==> src/sv/ed1g_pkg.sv <==
`default_nettype none
// ----------------------------------------------------------------------------
// ed1g_pkg
// Shared types and constants of the edit-distance-one candidate generator.
// ----------------------------------------------------------------------------
package ed1g_pkg;

   localparam int unsigned WORD_CHARS     = 15;
   localparam int unsigned CAND_CHARS     = 16;
   localparam int unsigned MAX_WORD_CHARS = 15;
   localparam int unsigned ALPHABET_SIZE  = 26;
   localparam logic [7:0]  FIRST_LETTER   = 8'h61;

   localparam int unsigned LETTER_BITS    = $clog2(ALPHABET_SIZE);

   typedef enum logic [1:0] {
      OP_DELETE    = 2'd0,
      OP_TRANSPOSE = 2'd1,
      OP_REPLACE   = 2'd2,
      OP_INSERT    = 2'd3
   } op_type;

   // controller to datapath
   typedef struct packed {
      logic load;
      logic advance;
   } cmd_type;

   // datapath to controller
   typedef struct packed {
      logic last;
   } status_type;

endpackage : ed1g_pkg
`default_nettype wire

==> src/sv/ed1g_ctrl.sv <==
`default_nettype none
// ----------------------------------------------------------------------------
// ed1g_ctrl
// Sequencer: takes a command, then walks the result beats of one word.
// ----------------------------------------------------------------------------
module ed1g_ctrl (
   input  wire logic                clock,
   input  wire logic                reset,
   input  wire logic                start,
   output logic                     busy,
   output logic                     rsp_strobe,
   output ed1g_pkg::cmd_type        cmd,
   input  wire ed1g_pkg::status_type status
);
   import ed1g_pkg::*;

   typedef enum logic [1:0] {
      ST_IDLE = 2'b01,
      ST_EMIT = 2'b10
   } state_type;

   state_type state_ff, state_in;

   always_comb begin
      state_in    = state_ff;
      busy        = 1'b0;
      rsp_strobe  = 1'b0;
      cmd.load    = 1'b0;
      cmd.advance = 1'b0;
      case (state_ff)
         ST_IDLE: begin
            if (start) begin
               cmd.load = 1'b1;
               state_in = ST_EMIT;
            end
         end
         ST_EMIT: begin
            rsp_strobe = 1'b1;
            if (status.last) begin
               // next command is taken alongside the final beat
               if (start) begin
                  cmd.load = 1'b1;
               end else begin
                  state_in = ST_IDLE;
               end
            end else begin
               busy        = 1'b1;
               cmd.advance = 1'b1;
            end
         end
         default: begin
            state_in = ST_IDLE;
         end
      endcase
   end

   always_ff @(posedge clock) begin
      if (reset) begin
         state_ff <= ST_IDLE;
      end else begin
         state_ff <= state_in;
      end
   end

endmodule : ed1g_ctrl
`default_nettype wire

==> src/sv/ed1g_datapath.sv <==
`default_nettype none
// ----------------------------------------------------------------------------
// ed1g_datapath
// Holds the word and the edit, steps the letter and forms each candidate.
// ----------------------------------------------------------------------------
module ed1g_datapath (
   input  wire logic                 clock,
   input  wire ed1g_pkg::cmd_type    cmd,
   output ed1g_pkg::status_type      status,
   input  wire logic [63:0]          req_word_low,
   input  wire logic [55:0]          req_word_high,
   input  wire logic [3:0]           req_word_length,
   input  wire logic [1:0]           req_operation,
   input  wire logic [3:0]           req_split_position,
   output logic      [63:0]          rsp_cand_low,
   output logic      [63:0]          rsp_cand_high,
   output logic      [4:0]           rsp_cand_length,
   output logic                      rsp_cand_valid,
   output logic                      rsp_last_of_run
);
   import ed1g_pkg::*;

   logic [7:0]             word_ff [CAND_CHARS];
   logic [7:0]             word_in [CAND_CHARS];
   op_type                 op_ff;
   logic [3:0]             split_ff;
   logic [4:0]             length_ff, length_in;
   logic                   invalid_ff, invalid_in;
   logic [LETTER_BITS-1:0] letter_idx_ff;

   logic [7:0]             wx [CAND_CHARS+2];
   logic [7:0]             cand [CAND_CHARS];
   logic [7:0]             letter;
   op_type                 op_req;
   logic [4:0]             len_req;
   logic [4:0]             split_req;

   // latch the word with bytes beyond its length cleared; check the edit and form the length
   always_comb begin
      op_req    = op_type'(req_operation);
      len_req   = {1'b0, req_word_length};
      split_req = {1'b0, req_split_position};
      for (int k = 0; k < CAND_CHARS; k++) begin
         if (k < 8) begin
            word_in[k] = req_word_low[8*k +: 8];
         end else if (k < WORD_CHARS) begin
            word_in[k] = req_word_high[8*(k-8) +: 8];
         end else begin
            word_in[k] = 8'h00;
         end
         if (5'(k) >= len_req) begin
            word_in[k] = 8'h00;
         end
      end

      invalid_in = (len_req > 5'(MAX_WORD_CHARS)) || (split_req > len_req) ||
                   ((op_req == OP_DELETE) && (split_req >= len_req)) ||
                   ((op_req == OP_TRANSPOSE) && (split_req + 5'd1 >= len_req));

      case (op_req)
         OP_DELETE:    length_in = len_req - 5'd1;
         OP_TRANSPOSE: length_in = len_req;
         OP_REPLACE:   length_in = (split_req < len_req) ? len_req : len_req + 5'd1;
         OP_INSERT:    length_in = len_req + 5'd1;
         default:      length_in = len_req;
      endcase
      if (invalid_in) begin
         length_in = 5'd0;
      end
   end

   always_ff @(posedge clock) begin
      if (cmd.load) begin
         word_ff       <= word_in;
         op_ff         <= op_req;
         split_ff      <= req_split_position;
         length_ff     <= length_in;
         invalid_ff    <= invalid_in;
         letter_idx_ff <= '0;
      end else if (cmd.advance) begin
         letter_idx_ff <= letter_idx_ff + 1'b1;
      end
   end

   assign status.last = invalid_ff || (op_ff == OP_DELETE) || (op_ff == OP_TRANSPOSE) ||
                        (letter_idx_ff == LETTER_BITS'(ALPHABET_SIZE - 1));

   assign letter = FIRST_LETTER + 8'(letter_idx_ff);

   // wx[k+1] is word byte k, with a zero on either side
   always_comb begin
      wx[0]            = 8'h00;
      wx[CAND_CHARS+1] = 8'h00;
      for (int k = 0; k < CAND_CHARS; k++) begin
         wx[k+1] = word_ff[k];
      end
   end

   always_comb begin
      for (int k = 0; k < CAND_CHARS; k++) begin
         case (op_ff)
            OP_DELETE: begin
               cand[k] = (5'(k) < {1'b0, split_ff}) ? wx[k+1] : wx[k+2];
            end
            OP_TRANSPOSE: begin
               if (5'(k) == {1'b0, split_ff}) begin
                  cand[k] = wx[k+2];
               end else if (5'(k) == {1'b0, split_ff} + 5'd1) begin
                  cand[k] = wx[k];
               end else begin
                  cand[k] = wx[k+1];
               end
            end
            OP_REPLACE: begin
               cand[k] = (5'(k) == {1'b0, split_ff}) ? letter : wx[k+1];
            end
            OP_INSERT: begin
               if (5'(k) < {1'b0, split_ff}) begin
                  cand[k] = wx[k+1];
               end else if (5'(k) == {1'b0, split_ff}) begin
                  cand[k] = letter;
               end else begin
                  cand[k] = wx[k];
               end
            end
            default: begin
               cand[k] = wx[k+1];
            end
         endcase
         if (invalid_ff) begin
            cand[k] = 8'h00;
         end
      end
   end

   always_comb begin
      for (int k = 0; k < 8; k++) begin
         rsp_cand_low[8*k +: 8]  = cand[k];
         rsp_cand_high[8*k +: 8] = cand[k+8];
      end
   end

   assign rsp_cand_length = length_ff;
   assign rsp_cand_valid  = ~invalid_ff;
   assign rsp_last_of_run = status.last;

endmodule : ed1g_datapath
`default_nettype wire

==> src/sv/edit_distance_one_generator_core.sv <==
`default_nettype none
// ----------------------------------------------------------------------------
// edit_distance_one_generator_core
// Emits the edit-distance-one candidates of one word for one split and edit.
//
//   channel   ports                        handshake
//   command   req_*                        beat taken when start & !busy
//   result    rsp_*                        one beat per cycle on rsp_strobe
//
// Delete and transpose give one result beat, the cycle after the command.
// Replace and insert give 26 beats on consecutive cycles, one per letter,
// paced by the letter counter in the datapath; an invalid command gives a single beat.
// busy is low in idle and on the final beat, so commands can run back to back.
// Synchronous reset returns the sequencer to idle; no beat is in flight.
// The receiver cannot stall: every beat stands for exactly one cycle.
// ----------------------------------------------------------------------------
module edit_distance_one_generator_core (
   input  wire logic        clock,
   input  wire logic        reset,
   input  wire logic        start,
   output logic             busy,
   input  wire logic [63:0] req_word_low,
   input  wire logic [55:0] req_word_high,
   input  wire logic [3:0]  req_word_length,
   input  wire logic [1:0]  req_operation,
   input  wire logic [3:0]  req_split_position,
   output logic             rsp_strobe,
   output logic      [63:0] rsp_cand_low,
   output logic      [63:0] rsp_cand_high,
   output logic      [4:0]  rsp_cand_length,
   output logic             rsp_cand_valid,
   output logic             rsp_last_of_run
);
   import ed1g_pkg::*;

   cmd_type    cmd;
   status_type status;

   ed1g_ctrl u_ctrl (
      .clock      (clock),
      .reset      (reset),
      .start      (start),
      .busy       (busy),
      .rsp_strobe (rsp_strobe),
      .cmd        (cmd),
      .status     (status)
   );

   ed1g_datapath u_datapath (
      .clock              (clock),
      .cmd                (cmd),
      .status             (status),
      .req_word_low       (req_word_low),
      .req_word_high      (req_word_high),
      .req_word_length    (req_word_length),
      .req_operation      (req_operation),
      .req_split_position (req_split_position),
      .rsp_cand_low       (rsp_cand_low),
      .rsp_cand_high      (rsp_cand_high),
      .rsp_cand_length    (rsp_cand_length),
      .rsp_cand_valid     (rsp_cand_valid),
      .rsp_last_of_run    (rsp_last_of_run)
   );

endmodule : edit_distance_one_generator_core
`default_nettype wire

==> config.mk <==
export PLATFORM = sky130hd
export DESIGN_NAME = edit_distance_one_generator_core
export DESIGN_NICKNAME = d
export VERILOG_FILES = /design/src/sv/ed1g_pkg.sv /design/src/sv/ed1g_ctrl.sv /design/src/sv/ed1g_datapath.sv /design/src/sv/edit_distance_one_generator_core.sv
export SDC_FILE = /design/constraint.sdc
export NUM_CORES = 1
export LEC_CHECK = 0
export ABC_AREA = 0
export BUFFER_PORTS_ARGS = -buffer_cell sky130_fd_sc_hd__buf_2
export CORE_MARGIN = 2
export CORE_UTILIZATION = 45
export CTS_CLUSTER_SIZE = 14
export DETAILED_ROUTE_END_ITERATION = 8
export PLACE_DENSITY_LB_ADDON = 0.25
export SKIP_LAST_GASP = 1
export SLEW_MARGIN = 20
export SYNTH_ARGS = -nofsm -noshare
export SYNTH_HDL_FRONTEND = slang
export SYNTH_SLANG_ARGS = --single-unit
==> constraint.sdc <==
create_clock -name clock -period 15.8 [get_ports clock]
set_input_delay 2.37 -clock clock [delete_from_list [all_inputs] [get_ports clock]]
set_output_delay 2.37 -clock clock [all_outputs]
set_load 0.02 [all_outputs]
==> metrics.cfg, run 1 <==
[timing]
fmax_ghz = 0.150
final.setup.tns_ns = 0
hold_viol_final = 0
min_period_ns = 6.68
clock_skew_ns = 0.0208
slew_headroom_pct = 20.3
rsz0062_at_grt = false
period_share_pct = 42.3
max_slew.worst_pin.slew_ns = 1.19
slew_violations = 0
finalSetupViolCount = 0

[run]
drv_cap = 0

[drt]
drcViolationCount = 0
num_vias = 18062
vias_per_cell = 6.87
detail_route.iter0.violations = 2515
dr.pass1.iters = 8
ant_nets = 0
wl_mm = 66.5
avgRoutedWirePerCell_um = 25.3

[grt]
grt_max_degree = 88
antenna_found_initial = 2
grt_pass1_vias = 16563
grt.total_usage_pct = 35.7
grt_overflow = 0
grt_first_pass_wirelength_mm = 99.7

[clocking]
cts_sinks = 139
cts_root_buffer = clkbuf_16
path_clk_slew_ns = 0.06
htreeDepth = 4
cts.path.max_buffers = 2
cts_buffers = 17
post_cts_buffers = 0
postCtsHoldBufs = 0
cts_resized = 0
tritoncts = built
clkLatencyLatePin_ns = 0.46

[outcome]
status = finished, final reports clean

[layout]
area_growth_pct = 10.5
n_antenna_cell = 0
multiInputGateArea_mm2 = 0.0103
final_cells = 2628
fin_nets = 2311
drive_above_1_share_pct = 18.0
nFillCells = 3421
regArea_mm2 = 0.00410

[synthesis]
synth_area_leader_cell = edfxtp_1
ys_async_sr_fraction_pct = 0
synth-seq-cells = 139
synth_area_leaders = edfxtp_1, a21oi_1, nand2_1, o21ai_0, mux2i_1
ys.flop_type = edfxtp_1
synth_top_area_share_pct = 25.3
synth_area_per_cell_um2 = 7.50
yosys_warnings = 0
synth_edf_count = 132
yosysSeqAreaShare_pct = 26.2
post_synth_num_cell_types = 98
synth_area_mm2 = 0.0157
postSynthCellCount = 2090
syn_nets = 2240

[setup_path]
cp_max_fo = 64
worstSetupEndpointType = output pin
worst-setup-path-type = flip-flop to output pin
cp_data_required_time_ns = 13.43
start_kind = flip-flop
arrival_ns = 4.31

[power_and_ir_drop]
powerDensity_mw_per_mm2 = 95.5
leakage_uw = 0.00669
ir_worst_vdd_mv = 0.0852

[floorplan]
die_w_um = 191
start_util_pct = 45.5
die_h_um = 191
ioPinCount = 270
std_cell_rows = 68
core-area_mm2 = 0.0345
die_area_mm2 = 0.0364

[place]
io_buffers = 269
gp_congestion = 0.952
dp_hpwl_mm = 43.8
place_inst = 2597

[min_path]
worstHoldPathType = flip-flop to flip-flop

## cell usage after synthesis (all sizes together), types with 6 or more instances
library cell,count
a211oi,34
and3,34
o2bb2ai,8
or3,9
buf,127
a311oi,18
dfxtp,7
clkinv,6
a31oi,56
a21o,10
or2,7
a21boi,6
and2,63
o32ai,8
mux2i,77
nand4,10
o31a,7
a221oi,55
o21a,14
xnor2,7
o211ai,44
nor2b,51
o221ai,18
nor3,31
inv,22
o31ai,6
o311a,10
edfxtp,132
a22oi,19
a21oi,223
o22ai,29
nand3,39
a221o,6
nor2,155
nand2,283
clkbuf,126
a211o,6
o21ai,185
a32oi,12
o32a,6
nand2b,18
xor2,7
ha,17
## where the power goes
part	switching (uW)	internal (uW)
sequential	86.4	456
combinational	430	217
clock	172	295
## worst paths after layout
check                                          from                       endpoint  slack, ns  depth (start not counted)
worst max-delay path            u_datapath.op_ff[0]               rsp_cand_low[48]       9.12                          8
worst min-delay path             u_ctrl.state_ff[0]             u_ctrl.state_ff[0]       0.52                          1
worst max register to register  u_datapath.op_ff[1]  u_datapath.rsp_cand_length[3]      10.95                          8
worst min register to register   u_ctrl.state_ff[0]             u_ctrl.state_ff[0]       0.52                          1
## worst max-delay path, stage by stage, from the launching register on
cell and delay, ns:
edfxtp_1 0.33, buf_4 0.49, buf_4 0.73, clkinv_1 0.73, buf_4 0.52, nor3_1 0.29, o22ai_1 0.12, a221oi_1 0.34
buf_2 0.23
## per-layer routing
metal	part of all wire, %	up-vias	global-route usage (%)
met5	0.071	-	0
li1	-	7979	-
met1	39	8531	47.6
met3	12	236	8.32
met2	44	1314	53.8
met4	5.3	2	18.4
## cell usage in the layout (no fill, tap or decap), drive strengths merged, types with 19 or more instances in the layout
cell type  count
buf          305
nand2        283
a21oi        223
o21ai        185
nor2         155
edfxtp       132
mux2i         77
and2          63
a31oi         56
a221oi        55
nor2b         51
o211ai        44
nand3         39
and3          34
a211oi        34
nor3          31
o22ai         29
inv           24
a22oi         19
clkbuf        19
## final cells by class
cell class | count | area share (%)
sequential | 139 | 23.7
clock buffer | 19 | 2.50
clock inverter | 12 | 1.27
timing repair buffer | 305 | 9.33
multi-input combinational | 1670 | 59.3
inverter | 28 | 0.607
tap | 455 | 3.29
## cells by family (layout without fill, tap and decap cells)
family,after synthesis,count (layout),share of synthesized area [%]
AOI/OAI and AO/OA,821,821,34.4
xor gates and xnor gates,14,14,0.782
adders and majority gates,17,17,1.36
buffers and inverters,281,364,8.66
DFF,139,139,26.2
muxes,80,80,5.13
and+or+nand+nor,738,738,23.5
## registers in the layout, summed over array words and instances, names as in the netlist
register                    count
u_datapath.word_ff            120
u_datapath.op_ff                2
u_ctrl.state_ff                 2
u_datapath.letter_idx_ff        5
u_datapath.invalid_ff           1
u_datapath.split_ff             4
u_datapath.rsp_cand_length      5
## per-stage QoR
step / hold slack [ns] / area (um2) / util, % / setup slack (ns) / power [uW]
detailed placement: 0.510 / 16700 / 48.4 / 9.79 / 1170
CTS: 0.527 / 17300 / 50.3 / 9.29 / 1640
floorplan: 0.465 / 15700 / - / 3.46 / 977
global route: 0.563 / 17300 / 50.3 / 8.95 / 1720
finish: 0.524 / 17300 / 50.3 / 9.12 / 1660
global placement: 0.479 / 16700 / 48.3 / 9.80 / 1170
Power figures use the tool's default switching activity.
==> run 2: changes to the inputs <==
--- a/config.mk
+++ b/config.mk
@@ -5,7 +5,7 @@
 export SDC_FILE = /design/constraint.sdc
 export NUM_CORES = 1
 export LEC_CHECK = 0
-export ABC_AREA = 0
+export ABC_AREA = 1
 export BUFFER_PORTS_ARGS = -buffer_cell sky130_fd_sc_hd__buf_2
 export CORE_MARGIN = 2
 export CORE_UTILIZATION = 45
==> constraint.sdc (replaced) <==
create_clock -name clock -period 5.45 [get_ports clock]
set_input_delay 0.8175 -clock clock [delete_from_list [all_inputs] [get_ports clock]]
set_output_delay 0.8175 -clock clock [all_outputs]
set_load 0.02 [all_outputs]
==> run 2 against run 1 <==
Net effect:
- register-to-register slack worse by 8.7 ns
- via count up 14%
- flip-flop and latch count unchanged
- synthesized cell count up 39%
- clock-buffer cell count down 2
- sequential power rose to 3.9 times the previous value
- cell count up 34%
- non-clock buffer count down 6
- critical path depth up 3
- clock skew down 0.0011 ns
- combinational power rose to 8.1 times the previous value
==> metrics.cfg, run 2 <==
[timing]
max_slew.worst_pin.slew_ns = 1.10  ; -0.0940 ns
rsz0062_at_grt = false
final.setup.tns_ns = 0  ; unchanged
slew_violations = 0  ; unchanged
min_period_ns = 4.54
period_share_pct = 83.4
hold_viol_final = 0  ; unchanged
slew_headroom_pct = 26.6  ; +6.4 points
fmax_ghz = 0.220
finalSetupViolCount = 0  ; unchanged
clock_skew_ns = 0.0198  ; -0.00105 ns

[clocking]
path_clk_slew_ns = 0.08  ; +0.02 ns
post_cts_buffers = 0  ; unchanged
cts_root_buffer = clkbuf_16
postCtsHoldBufs = 0  ; unchanged
cts.path.max_buffers = 2  ; unchanged
cts_sinks = 139  ; unchanged
clkLatencyLatePin_ns = 0.48  ; +0.02 ns
tritoncts = built
cts_buffers = 17  ; unchanged
cts_resized = 0  ; unchanged
htreeDepth = 4  ; unchanged

[synthesis]
ys_async_sr_fraction_pct = 0  ; unchanged
postSynthCellCount = 2901  ; +39%
synth_area_leader_cell = edfxtp_1
yosys.area_share.simple_pct = 41.8  ; +18 points
synth_top_area_share_pct = 24.3  ; -1.0 points
post_synth_num_cell_types = 41  ; -58%
synth_area_mm2 = 0.0163  ; +4.2%
ys.flop_type = edfxtp_1
yosysSeqAreaShare_pct = 25.1  ; -1.1 points
syn_nets = 3051  ; +36%
synth_top_family_by_area = simple AND/OR/NAND/NOR gates
synth_area_per_cell_um2 = 5.63  ; -25%
yosys_warnings = 0  ; unchanged
yosys.cell_count.top_type = nand2_1
synth_edf_count = 132  ; unchanged
synth_xor_area_share_pct = 0.107  ; -0.67 points
synth_compound_area_share_pct = 17.7  ; -17 points
synth_area_leaders = edfxtp_1, nand2_1, inv_1, nand3_1, nor2_1
synth-seq-cells = 139  ; unchanged
synth_mux_area_share_pct = 0  ; -5.1 points
synthAdderAreaFrac_pct = 1.30  ; -0.055 points
synth_commonest_cells = nand2_1, inv_1, nor2_1

[drt]
detail_route.iter0.violations = 2374  ; -5.6%
avgRoutedWirePerCell_um = 20.4  ; -19%
ant_nets = 0  ; unchanged
wl_mm = 72.0  ; +8.3%
num_vias = 20580  ; +14%
dr.pass1.iters = 7  ; -1
vias_per_cell = 5.84  ; -15%
drcViolationCount = 0  ; unchanged

[grt]
grt.total_usage_pct = 37.3  ; +1.6 points
grt_overflow = 0  ; unchanged
grt_max_degree = 99  ; +13%
antenna_found_initial = 1  ; -1
grt_first_pass_wirelength_mm = 110  ; +10%
grt_pass1_vias = 19116  ; +15%

[floorplan]
core-area_mm2 = 0.0357  ; +3.5%
start_util_pct = 45.8  ; +0.31 points
std_cell_rows = 69  ; +1.5%
die_w_um = 195  ; +2.0%
die_h_um = 195  ; +2.0%
die_area_mm2 = 0.0379  ; +4.1%
ioPinCount = 270  ; unchanged

[place]
gp_congestion = 0.935  ; -1.8%
place_inst = 3492  ; +34%
io_buffers = 269  ; unchanged
dp_hpwl_mm = 49.6  ; +13%

[layout]
nFillCells = 3846  ; +12%
area_growth_pct = 12.1
largest_register_ffs = 120  ; unchanged
regMostFlops = u_datapath.word_ff
n_antenna_cell = 0  ; unchanged
fin_nets = 3200  ; +38%
final_cells = 3524  ; +34%
drive_above_1_share_pct = 12.8  ; -5.2 points
final_common_cell = nand2_1
final_cell_mix = nand2_1, inv_1, nor2_1

[min_path]
worstHoldPathType = flip-flop to flip-flop

[setup_path]
path_buf_inv = 3  ; -2
cp_data_required_time_ns = 4.63  ; -8.80 ns
cp_max_fo = 25  ; -61%
cpLargestDelayFamily = simple AND/OR/NAND/NOR gates
arrival_ns = 3.73  ; -0.58 ns
start_kind = flip-flop
crit_chain = buf_4, inv_4, nand2_2, nor2_2, nand2_1, nand2_1, nand3_1, nand2_1, nor2_1, nor2_1, buf_2
crit_path_frequent_cell = nand2_1
worstSetupEndpointType = output pin
worst-setup-path-type = flip-flop to output pin
worst_path_largest_cell_delay_ns = 0.81  ; +0.08 ns
cp_slowest_cell = nor2_2

[power_and_ir_drop]
leakage_uw = 0.00974  ; +46%
powerDensity_mw_per_mm2 = 469  ; +390%
ir_worst_vdd_mv = 0.252  ; +200%

[run]
drv_cap = 0  ; unchanged

[outcome]
status = finished, final reports clean

[run 2: final timing paths]
path,from,to,slack [ns],depth (start not counted)
hold reg to reg,u_ctrl.state_ff[1],u_ctrl.state_ff[1],0.50,2
hold / removal,u_ctrl.state_ff[1],u_ctrl.state_ff[1],0.50,2
setup reg to reg,u_datapath.op_ff[1],u_datapath.word_ff[43],2.22,7
setup / recovery,u_datapath.split_ff[3],rsp_cand_low[21],0.91,11
[run 2: final cells by class]
cell class,count,area [um2],area share [%]
tap,461,577,3.15
multi-input combinational,2196,9970,54.4
clock buffer,17,425,2.32
inverter,397,1500,8.18
sequential,139,4100,22.4
timing repair buffer,299,1600,8.71
clock inverter,15,154,0.840
[run 2: metrics by stage]
| stage | util (%) | setup slack, ns | total power, uW | hold WS, ns | cell area, um2 |
|---|---|---|---|---|---|
| 2_1_floorplan | - | 1.35 | 5510 | 0.454 | 16300 |
| 4_1_cts | 51.4 | 0.980 | 8460 | 0.497 | 18300 |
| 3_5_place_dp | 49.8 | 1.48 | 7230 | 0.495 | 17700 |
| 6_report | 51.4 | 0.907 | 8600 | 0.505 | 18300 |
| 5_1_grt | 51.4 | 0.665 | 9140 | 0.514 | 18300 |
| 3_3_place_gp | 49.8 | 1.53 | 7180 | 0.471 | 17700 |
[run 2: routing by layer]
| metal | GRT usage [%] | routed length, um | vias to the layer above | share of wire [%] |
|---|---|---|---|---|
| met5 | 0 | 15 | - | 0.021 |
| met4 | 20.3 | 3770 | 2 | 5.2 |
| met3 | 7.36 | 8480 | 236 | 12 |
| met2 | 58.0 | 31400 | 1329 | 44 |
| met1 | 48.9 | 28300 | 9397 | 39 |
| li1 | - | - | 9616 | - |
[run 2: cell families (layout without fill, tap and decap cells)]
group                      Yosys count  after routing
adders and majority gates           17             17
xor gates and xnor gates             2              2
DFF                                139            139
buffers and inverters              566            728
AOI/OAI and AO/OA                  529            529
and+or+nand+nor                   1648           1648
[run 2: tightest hold or removal path: cells and delay by family (launching register included)]
family | cells | cell delay [ns]
DFF | 1 | 0.33
and+or+nand+nor | 1 | 0.07
AOI/OAI and AO/OA | 1 | 0.06
[run 2: report_power, final]
part / leakage, uW / internal, uW / switching (uW)
combinational: 0.00814 / 1510 / 3740
clock: 0.000281 / 643 / 574
sequential: 0.00131 / 1600 / 538
total: 0.00974 / 3750 / 4850
